$ cat src/rtl/frl_pkg.sv
package frl_pkg;

	localparam int MaxRanges = 1024;
	localparam int AddrW = $clog2(MaxRanges);
	localparam int CntW = AddrW + 1;
	localparam int HeldW = 11;

	localparam logic [1:0] ST_DONE = 2'd0;
	localparam logic [1:0] ST_NOFIT = 2'd1;
	localparam logic [1:0] ST_FULL = 2'd2;

	localparam logic CMD_GIVE = 1'b0;
	localparam logic CMD_TAKE = 1'b1;

	typedef struct packed {
		logic cmd;
		logic [31:0] range_start;
		logic [31:0] range_end;
		logic [31:0] need_size;
	} in_beat_t;

	typedef struct packed {
		logic [1:0] status;
		logic [31:0] block_base;
		logic [HeldW-1:0] ranges_held;
	} out_beat_t;

	typedef enum logic [2:0] {
		DP_IDLE = 3'd0,
		DP_LOAD = 3'd1,
		DP_RD = 3'd2,
		DP_SHR = 3'd3,
		DP_SHL = 3'd4,
		DP_WR = 3'd5,
		DP_WRP = 3'd6
	} dp_op_t;

	typedef struct packed {
		dp_op_t op;
		logic [AddrW-1:0] addr;
	} dp_cmd_t;

	typedef struct packed {
		logic [31:0] rd_start;
		logic [31:0] rd_end;
		logic [CntW-1:0] count;
	} dp_stat_t;

endpackage

$ cat src/rtl/frl_ctrl.sv
module frl_ctrl (
	input logic clk,
	input logic arst_n,
	input logic in_valid,
	output logic in_ready,
	input frl_pkg::in_beat_t in_data,
	output logic out_valid,
	input logic out_ready,
	output frl_pkg::out_beat_t out_data,
	output frl_pkg::dp_cmd_t cmd,
	output logic [31:0] wr_start,
	output logic [31:0] wr_end,
	output logic cnt_inc,
	output logic cnt_dec,
	input frl_pkg::dp_stat_t stat
);
	import frl_pkg::*;

	typedef enum logic [9:0] {
		S_IDLE = 10'b0000000001,
		S_SRD = 10'b0000000010,
		S_SCHK = 10'b0000000100,
		S_PRD = 10'b0000001000,
		S_DEC = 10'b0000010000,
		S_SHL_RD = 10'b0000100000,
		S_SHL_WR = 10'b0001000000,
		S_SHR_RD = 10'b0010000000,
		S_SHR_WR = 10'b0100000000,
		S_OUT = 10'b1000000000
	} state_t;

	state_t state_q;
	in_beat_t req_q;
	logic [CntW-1:0] k_q;
	logic [CntW-1:0] pos_q;
	logic [CntW-1:0] last_q;
	logic [31:0] next_start_q;
	logic [31:0] next_end_q;
	logic [31:0] prev_end_q;
	logic have_next_q;
	logic [1:0] status_q;
	logic [31:0] base_q;
	logic out_valid_q;
	out_beat_t out_q;

	logic [31:0] avail;
	logic [31:0] carve;
	logic jn;
	logic jp;

	assign avail = stat.rd_end - stat.rd_start;
	assign carve = stat.rd_end - req_q.need_size;
	assign jn = have_next_q && (next_start_q == req_q.range_end);
	assign jp = (pos_q != '0) && (stat.rd_end == req_q.range_start);

	assign in_ready = (state_q == S_IDLE);
	assign out_valid = out_valid_q;
	assign out_data = out_q;

	always_comb begin
		cmd.op = DP_IDLE;
		cmd.addr = k_q[AddrW-1:0];
		wr_start = req_q.range_start;
		wr_end = req_q.range_end;
		cnt_inc = 1'b0;
		cnt_dec = 1'b0;
		unique case (state_q)
			S_SRD: begin
				if (k_q < stat.count) begin
					cmd.op = DP_RD;
				end
			end
			S_SCHK: begin
				if (req_q.cmd == CMD_TAKE && avail >= req_q.need_size) begin
					wr_start = stat.rd_start;
					wr_end = carve;
					cmd.op = (stat.rd_start == carve) ? DP_IDLE : DP_WRP;
				end
			end
			S_PRD: begin
				cmd.op = DP_RD;
				cmd.addr = pos_q[AddrW-1:0] - 1'b1;
			end
			S_DEC: begin
				if (jp && jn) begin
					cmd.op = DP_WRP;
					cmd.addr = pos_q[AddrW-1:0] - 1'b1;
					wr_end = next_end_q;
				end else if (jp) begin
					cmd.op = DP_WRP;
					cmd.addr = pos_q[AddrW-1:0] - 1'b1;
				end else if (jn) begin
					cmd.op = DP_WR;
					cmd.addr = pos_q[AddrW-1:0];
					wr_end = next_end_q;
				end else if (stat.count == CntW'(MaxRanges)) begin
					cmd.op = DP_IDLE;
				end else if (pos_q == stat.count) begin
					cmd.op = DP_WR;
					cmd.addr = pos_q[AddrW-1:0];
					cnt_inc = 1'b1;
				end
			end
			S_SHL_RD: begin
				if (k_q < last_q) begin
					cmd.op = DP_RD;
				end else begin
					cnt_dec = 1'b1;
				end
			end
			S_SHL_WR: begin
				cmd.op = DP_SHL;
				cmd.addr = k_q[AddrW-1:0] - 1'b1;
			end
			S_SHR_RD: begin
				if (k_q == pos_q) begin
					cmd.op = DP_WR;
					cmd.addr = pos_q[AddrW-1:0];
					cnt_inc = 1'b1;
				end else begin
					cmd.op = DP_RD;
					cmd.addr = k_q[AddrW-1:0] - 1'b1;
				end
			end
			S_SHR_WR: begin
				cmd.op = DP_SHR;
			end
			default: begin
			end
		endcase
	end

	always_ff @(posedge clk or negedge arst_n) begin
		if (!arst_n) begin
			state_q <= S_IDLE;
			out_valid_q <= 1'b0;
			k_q <= '0;
			pos_q <= '0;
			last_q <= '0;
			have_next_q <= 1'b0;
			status_q <= ST_DONE;
			base_q <= '0;
		end else begin
			if (state_q == S_OUT && (!out_valid_q || out_ready)) begin
				out_valid_q <= 1'b1;
			end else if (out_valid_q && out_ready) begin
				out_valid_q <= 1'b0;
			end
			unique case (state_q)
				S_IDLE: begin
					if (in_valid && in_ready) begin
						req_q <= in_data;
						k_q <= '0;
						status_q <= ST_DONE;
						base_q <= '0;
						state_q <= S_SRD;
					end
				end
				S_SRD: begin
					if (k_q < stat.count) begin
						state_q <= S_SCHK;
					end else if (req_q.cmd == CMD_TAKE) begin
						status_q <= ST_NOFIT;
						state_q <= S_OUT;
					end else begin
						pos_q <= k_q;
						have_next_q <= 1'b0;
						state_q <= (k_q != '0) ? S_PRD : S_DEC;
					end
				end
				S_SCHK: begin
					if (req_q.cmd == CMD_TAKE) begin
						if (avail >= req_q.need_size) begin
							base_q <= carve;
							if (stat.rd_start == carve) begin
								last_q <= stat.count;
								k_q <= k_q + 1'b1;
								state_q <= S_SHL_RD;
							end else begin
								state_q <= S_OUT;
							end
						end else begin
							k_q <= k_q + 1'b1;
							state_q <= S_SRD;
						end
					end else if (stat.rd_start < req_q.range_start) begin
						k_q <= k_q + 1'b1;
						state_q <= S_SRD;
					end else begin
						pos_q <= k_q;
						have_next_q <= 1'b1;
						next_start_q <= stat.rd_start;
						next_end_q <= stat.rd_end;
						state_q <= (k_q != '0) ? S_PRD : S_DEC;
					end
				end
				S_PRD: begin
					state_q <= S_DEC;
				end
				S_DEC: begin
					if (jp && jn) begin
						last_q <= stat.count;
						k_q <= pos_q + 1'b1;
						state_q <= S_SHL_RD;
					end else if (jp || jn) begin
						state_q <= S_OUT;
					end else if (stat.count == CntW'(MaxRanges)) begin
						status_q <= ST_FULL;
						state_q <= S_OUT;
					end else if (pos_q == stat.count) begin
						state_q <= S_OUT;
					end else begin
						k_q <= stat.count;
						state_q <= S_SHR_RD;
					end
				end
				S_SHL_RD: begin
					state_q <= (k_q < last_q) ? S_SHL_WR : S_OUT;
				end
				S_SHL_WR: begin
					k_q <= k_q + 1'b1;
					state_q <= S_SHL_RD;
				end
				S_SHR_RD: begin
					state_q <= (k_q == pos_q) ? S_OUT : S_SHR_WR;
				end
				S_SHR_WR: begin
					k_q <= k_q - 1'b1;
					state_q <= S_SHR_RD;
				end
				S_OUT: begin
					if (!out_valid_q || out_ready) begin
						out_q.status <= status_q;
						out_q.block_base <= base_q;
						out_q.ranges_held <= HeldW'(stat.count);
						state_q <= S_IDLE;
					end
				end
				default: begin
					state_q <= S_IDLE;
				end
			endcase
		end
	end

endmodule

$ cat config.mk
export PLATFORM = sky130hd
export DESIGN_NAME = frl_ctrl
export DESIGN_NICKNAME = d
export VERILOG_FILES = /design/src/rtl/frl_pkg.sv /design/src/rtl/frl_ctrl.sv
export SDC_FILE = /design/constraint.sdc
export NUM_CORES = 1
export LEC_CHECK = 0
export BUFFER_PORTS_ARGS = -buffer_cell sky130_fd_sc_hd__buf_4
export CAP_MARGIN = 10
export CORE_AREA = 2 2 188 208
export DETAILED_ROUTE_END_ITERATION = 6
export DIE_AREA = 0 0 190 210
export HOLD_SLACK_MARGIN = 0.1
export PLACE_DENSITY = 0.77
export REMOVE_ABC_BUFFERS = 1
export SYNTH_ARGS = -nofsm -noshare
export SYNTH_HDL_FRONTEND = slang
export SYNTH_SLANG_ARGS = --single-unit
$ cat constraint.sdc
create_clock -name clk -period 6.3 [get_ports clk]
set_input_delay 0.315 -clock clk [delete_from_list [all_inputs] [get_ports clk]]
set_output_delay 0.315 -clock clk [all_outputs]
set_load 0.005 [all_outputs]
==> out/results.tsv, run 1 <==
metric	value	unit
yosysWarnings	0	
hold_start	in_valid	
crit_type	in -> out	
rows	75	
synth_seq_area_share	41.3	%
vdd_ir_drop_max	0.000253	V
reg2reg_depth	16	
ioPinCount	302	
drv_cap	0	
die_h	210	um
total_power	0.00689	W
worstReg2RegEnd	last_q[5]$_DFFE_PN0P_	
report.final.slew_viol_count	0	
clock.fmax	0.163	GHz
firstDrtPassIters	6	
synth_area_leaders	edfxtp_1 (31%), ha_1 (10%), dfrtp_1 (9.9%), xnor2_1 (4.7%), a21o_1 (3.3%)	
antenna_cells	0	
critical_path_required	5.98	ns
synthFlopType	edfxtp_1	
placed_cell_area	23000	sq um
avgSynthCellArea	9.76	sq um
synth_edf_count	206	
syn_area	19700	sq um
core	37800	sq um
cts_root_buffer	clkbuf_16	
drive_gt1_share	19.7	%
syn_inst	2024	
synth_top_area_share	31.3	%
grt_first_pass_wirelength	111000	um
grt_usage	37.0	%
slew_headroom	33.3	%
hold_violations	0	
initial_core_util	52.2	%
path_clk_slew	0.06	ns
fin_nets	2874	
cp_max_fo	8	
overflow	0	
hp-class	in -> reg	
r2r_start	req_q[6]$_DFFE_PP_	
setup.worst_path.end_class	output port	
insertion_delay	0.60	ns
slowest_stage	dlygate4sd3_1	
p_leak	11.7	nW
drt_iter0_drc	1778	
cts_max_level	1	
dpl.hpwl	57100	um
die_w	190	um
fin_skew	0.0192	ns
tightestPinTransition	0.990	ns
p_per_area	266	nW/um^2
start_kind	input port	
critPathMaxStageDelay	0.55	ns
drt-total-wl	76100	um
worstPathArrival	5.83	ns
ys_ff_latch	285	
r2r_setup_slack	1.32	ns
antenna_left	0	
place.gp.congestion	1.04	
final_area	25900	sq um
yosysTopAreaCell	edfxtp_1	
portBuffers	301	
antenna_found_initial	0	
grt_setup_unrepaired	no	
period_share	97.5	%
status	completed	
die-area	39900	sq um
cts_made_buffers	30	
routed_via_density	6.19	
fin_crit	6.14	ns
clk_path_buf_depth	3	
synth.distinct_cells	86	
cts_sinks	285	
yosysMostFrequentCell	edfxtp_1	
hold-path-cell-count	4	
first_global_vias	18900	
syn_to_final_growth	31.2	%
hold_end	status_q[1]$_DFFE_PN0P_	
synthArstFlopShare	27.7	%
cts_tree	yes	
setup_viol	0	
drcViolationCount	0	
routed-via-count	19000	
grt_max_degree	53	
synth_common_cells	edfxtp_1 (206), nand2_1 (166), ha_1 (159)	
routedWlPerCell	24.9	um
-- cell families after synthesis --
family,synth area share [%]
AO/OA/AOI/OAI,18.2
XOR/XNOR,8.89
adder cells (fa/ha/maj),10.4
buffers and inverters,4.54
flip-flops,41.3
multiplexers,1.34
AND/OR/NAND/NOR,15.3
-- state kept, by name, indices dropped and copies added (netlist names), 10 cells and up --
name          count
req_q            97
out_data         45
base_q           32
next_end_q       32
next_start_q     32
k_q              11
last_q           11
pos_q            11
state_q          10
-- metrics by stage --
stage | setup TNS (ns) | util (%) | cells | setup slack [ns] | hold WS (ns)
after floorplan | -2.94 | - | 1952 | -0.164 | 0.0194
final | 0 | 68.5 | 3060 | 0.157 | 0.196
after global routing | 0 | 68.5 | 3060 | 0.00893 | 0.240
after detailed placement | 0 | 60.7 | 2828 | 0.0147 | 0.348
after CTS | 0 | 68.0 | 3058 | 0.0126 | 0.187
after global placement | 0 | 60.7 | 2828 | 0.0355 | 0.334
-- worst max path at each step --
| stage | end | start | slack (ns) |
|---|---|---|---|
| 4_1_cts | wr_end[20] | stat[24] | 0.01 |
| 6_report | wr_end[20] | stat[14] | 0.16 |
| 5_1_grt | wr_end[17] | stat[14] | 0.009 |
| 3_5_place_dp | wr_end[18] | stat[11] | 0.01 |
| 3_3_place_gp | wr_end[18] | stat[11] | 0.04 |
| 2_1_floorplan | cmd[11] | stat[11] | -0.16 |
-- cells in the final DEF (no fill, tap or decap), drive strengths merged, types with 71 or more instances in the layout --
master	Yosys	layout
a21o	88	88
a21oi	119	119
buf	26	377
dfrtp	78	78
dlygate4sd3	0	174
edfxtp	206	206
ha	159	159
inv	156	161
nand2	166	166
nor2	142	142
o21ai	120	120
xnor2	108	108
xor2	71	71
-- layer usage --
metal,routed length (um),up-vias,part of all wire [%],track usage (%)
li1,-,8481,-,-
met1,28700,9083,38,45.9
met2,35900,1129,47,61.6
met3,6650,257,8.7,5.59
met4,4850,0,6.4,21.6
met5,0,-,0,0
-- power breakdown --
part	switching (W)	leakage [nW]	internal [W]	total, W
combinational	0.00148	8.20	0.00112	0.00261
clock	0.000781	0.499	0.00105	0.00183
sequential	0.000267	2.96	0.00219	0.00246
total	0.00253	11.7	0.00436	0.00689
-- critical path, delay by kind of cell --
family,cells,cell delay (ns)
buffers and inverters,5,1.25
xor gates and xnor gates,1,0.16
and+or+nand+nor,5,0.79
adders and majority gates,2,0.52
AOI/OAI and AO/OA,16,2.76
-- cell type report --
| type | count | area (sq um) |
|---|---|---|
| repair buffers | 552 | 4670 |
| flip-flops and latches | 285 | 8160 |
| well taps | 500 | 626 |
| fillers | 2795 | 11900 |
| multi-input cells | 1510 | 10800 |
| inverters | 157 | 589 |
| clock buffers | 44 | 908 |
| clock inverters | 12 | 105 |
-- what timing repair did --
item | CTS | global route
pin swaps | 0 | 10
endpoints found under the setup margin | 3 | 66
cloned | 0 | 1
hold buffers | 174 | 0
hold endpoints to repair | 218 | 0
setup buffers | 0 | 1
gates resized for setup | 2 | 45
No activity file was read; power rests on OpenSTA's default activity.
==> run 2, diff against run 1 <==
--- a/config.mk
+++ b/config.mk
@@ -7,9 +7,9 @@
 export LEC_CHECK = 0
 export BUFFER_PORTS_ARGS = -buffer_cell sky130_fd_sc_hd__buf_4
 export CAP_MARGIN = 10
-export CORE_AREA = 2 2 188 208
+export CORE_AREA = 2 2 184 204
 export DETAILED_ROUTE_END_ITERATION = 6
-export DIE_AREA = 0 0 190 210
+export DIE_AREA = 0 0 186 206
 export HOLD_SLACK_MARGIN = 0.1
 export PLACE_DENSITY = 0.77
 export REMOVE_ABC_BUFFERS = 1
==> constraint.sdc (replaced) <==
create_clock -name clk -period 6.5 [get_ports clk]
set_input_delay 0.325 -clock clk [delete_from_list [all_inputs] [get_ports clk]]
set_output_delay 0.325 -clock clk [all_outputs]
set_load 0.005 [all_outputs]
==> out/results.tsv, run 2 (synthesis gave the netlist of run 1 again) <==
metric	value	unit	change
setup_viol	0		unchanged
period_share	97.0	%	
met3_usage	6.80	%	+1.2 points
routedWlPerCell	25.5	um	+2.6%
combPwrFrac	37.1	%	-0.7 points
clock.fmax	0.159	GHz	
first_global_vias	19000		+0.68%
p_leak	11.6	nW	-0.55%
r2r_start	req_q[6]$_DFFE_PP_		
cts_made_buffers	31		+3.3%
drcViolationCount	0		unchanged
cp-endpoint	wr_end[12]		
fin_cells	3041		-0.62%
startpoint	stat[17]		
rows	74		-1.3%
drv_cap	0		unchanged
hold_violations	0		unchanged
fin_skew	0.0226	ns	+0.00337 ns
vdd_ir_drop_max	0.000245	V	-3.3%
die_w	186	um	-2.1%
p_sw	0.00248	W	-2.1%
start_kind	input port		
top_register	req_q		
hp-class	in -> reg		
core	36600	sq um	-3.3%
tns	0	ns	unchanged
grt.busiest_layer	met2		
insertion_delay	0.60	ns	about the same
routed-via-count	19100		+0.89%
portBuffers	301		unchanged
grt_first_pass_wirelength	113000	um	+1.8%
r2r_setup_slack	1.40	ns	+0.08 ns
placed_cells_incl_taps	2805		-0.81%
setup.worst_path.end_class	output port		
cts_sinks	285		unchanged
report.final.slew_viol_count	0		unchanged
grt_use_met2	65.8	%	+4.2 points
place.gp.congestion	1.03		-0.61%
grtUsageMet1	49.1	%	+3.2 points
cp_max_fo	29		+21
cts_max_level	1		unchanged
dpl.hpwl	58100	um	+1.8%
die-area	38300	sq um	-4.0%
overflow	0		unchanged
worstReg2RegEnd	last_q[4]$_DFFE_PN0P_		
routed_via_density	6.29		+1.5%
antenna_left	0		unchanged
drive_gt1_share	18.7	%	-1.0 points
worstPathArrival	5.98	ns	+0.15 ns
critical_path_required	6.17	ns	+0.19 ns
pwr-share-clk	27.3	%	+0.8 points
path_clk_slew	0.06	ns	about the same
antenna_found_initial	0		unchanged
final_common_cell	buf_4		
sequentialPowerShare	35.5	%	-0.2 points
fin_crit	6.30	ns	
placed_cell_area	22900	sq um	-0.36%
largest_reg_flops	97		unchanged
cts_root_buffer	clkbuf_16		
grt_max_degree	53		unchanged
p_int	0.00427	W	-2.1%
crit_type	in -> out		
swShare	36.7	%	about the same
drt-total-wl	77600	um	+1.9%
final_area	25800	sq um	-0.51%
p_per_area	262	nW/um^2	-1.6%
slew_headroom	29.3	%	-4.0 points
tightestPinTransition	1.05	ns	+0.0607 ns
clk_path_buf_depth	3		unchanged
syn_to_final_growth	30.5	%	
grt_usage	39.9	%	+2.8 points
final_cell_mix	buf_4 (353), edfxtp_1 (206), dlygate4sd3_1 (174), nand2_1 (166), ha_1 (156)		
die_h	206	um	-1.9%
ioPinCount	302		unchanged
cts_tree	yes		
firstDrtPassIters	5		-1
fin_nets	2859		-0.52%
status	completed		
initial_core_util	54.0	%	+1.8 points
reg2reg_depth	16		unchanged
drt_iter0_drc	2202		+24%
## run 2: cell count changes in the layout (fill, tap and decap cells not counted), moves of 3 or more
cell,previous run,this run
buf_4,369,353
o21ai_1,19,11
nor2_2,8,3
o21ai_0,98,107
clkinv_1,1,6
nor2_1,133,138
buf_12,4,8
buf_6,3,0
## run 2: area by class of cell
cell class,count,area (sq um)
sequential,285,8160
tap,494,618
fill,2714,10800
clock inverter,16,175
timing repair buffer,536,4580
multi-input combinational,1510,10800
clock buffer,42,878
inverter,157,593
antenna,1,2.50
## run 2: metal layers
layer | share of wire [%] | wire length (um)
met1 | 36 | 28300
met2 | 47 | 36400
met3 | 9.9 | 7720
met4 | 6.7 | 5190
met5 | 0 | 0
## run 2: worst min-delay path by stage
stage / slack (ns) / from / endpoint / depth (start not counted)
2_1_floorplan: 0.03 / arst_n / base_q[0]$_DFFE_PN0P_ / 0
3_3_place_gp: 0.30 / arst_n / state_q[8]$_DFFE_PN0P_ / 1
3_5_place_dp: 0.30 / arst_n / state_q[7]$_DFFE_PN0P_ / 1
4_1_cts: 0.18 / in_valid / status_q[1]$_DFFE_PN0P_ / 4
5_1_grt: 0.21 / in_valid / status_q[1]$_DFFE_PN0P_ / 4
6_report: 0.20 / in_valid / status_q[1]$_DFFE_PN0P_ / 4
## run 2: critical path, stage by stage
cell           delay [ns]
dlygate4sd3_1        0.55
buf_4                0.18
ha_1                 0.23
a221o_1              0.42
a31oi_1              0.25
o21ai_2              0.16
and2_1               0.21
o21a_1               0.18
o21a_1               0.19
o21a_1               0.18
o21ai_0              0.19
nand2b_1             0.09
a21oi_1              0.19
xnor2_1              0.15
ha_1                 0.17
a21o_1               0.11
a21o_1               0.12
a21o_1               0.12
a21oi_1              0.07
o221a_2              0.26
o21ai_0              0.21
a311oi_2             0.07
or2_2                0.36
nor2_2               0.20
nor2_2               0.09
buf_12               0.19
a221o_1              0.33
buf_4                0.16
## run 2: what timing repair did
item                                    CTS  global route
buffers inserted                          0             2
hold buffers                            174             0
endpoints found under the setup margin    0            66
gates resized for setup                   0            15
hold endpoints to repair                209             0
## run 2: through the flow
| step | hold WS, ns | power (W) | worst slack (ns) | util (%) |
|---|---|---|---|---|
| 2_1_floorplan | 0.0294 | 0.00379 | 0.0161 | - |
| 3_3_place_gp | 0.301 | 0.00469 | 0.234 | 62.5 |
| 3_5_place_dp | 0.304 | 0.00475 | 0.151 | 62.5 |
| 4_1_cts | 0.181 | 0.00665 | 0.0162 | 70.2 |
| 5_1_grt | 0.209 | 0.00703 | -0.0284 | 70.5 |
| 6_report | 0.199 | 0.00675 | 0.198 | 70.5 |
## run 2: power by group through the flow
stage | sequential (W) | combinational (W) | clock, W
after floorplan | 0.00231 | 0.00147 | 0
after global placement | 0.00242 | 0.00227 | 0
after detailed placement | 0.00242 | 0.00232 | 0
after CTS | 0.00239 | 0.00242 | 0.00184
after global routing | 0.00241 | 0.00270 | 0.00192
final | 0.00240 | 0.00251 | 0.00184
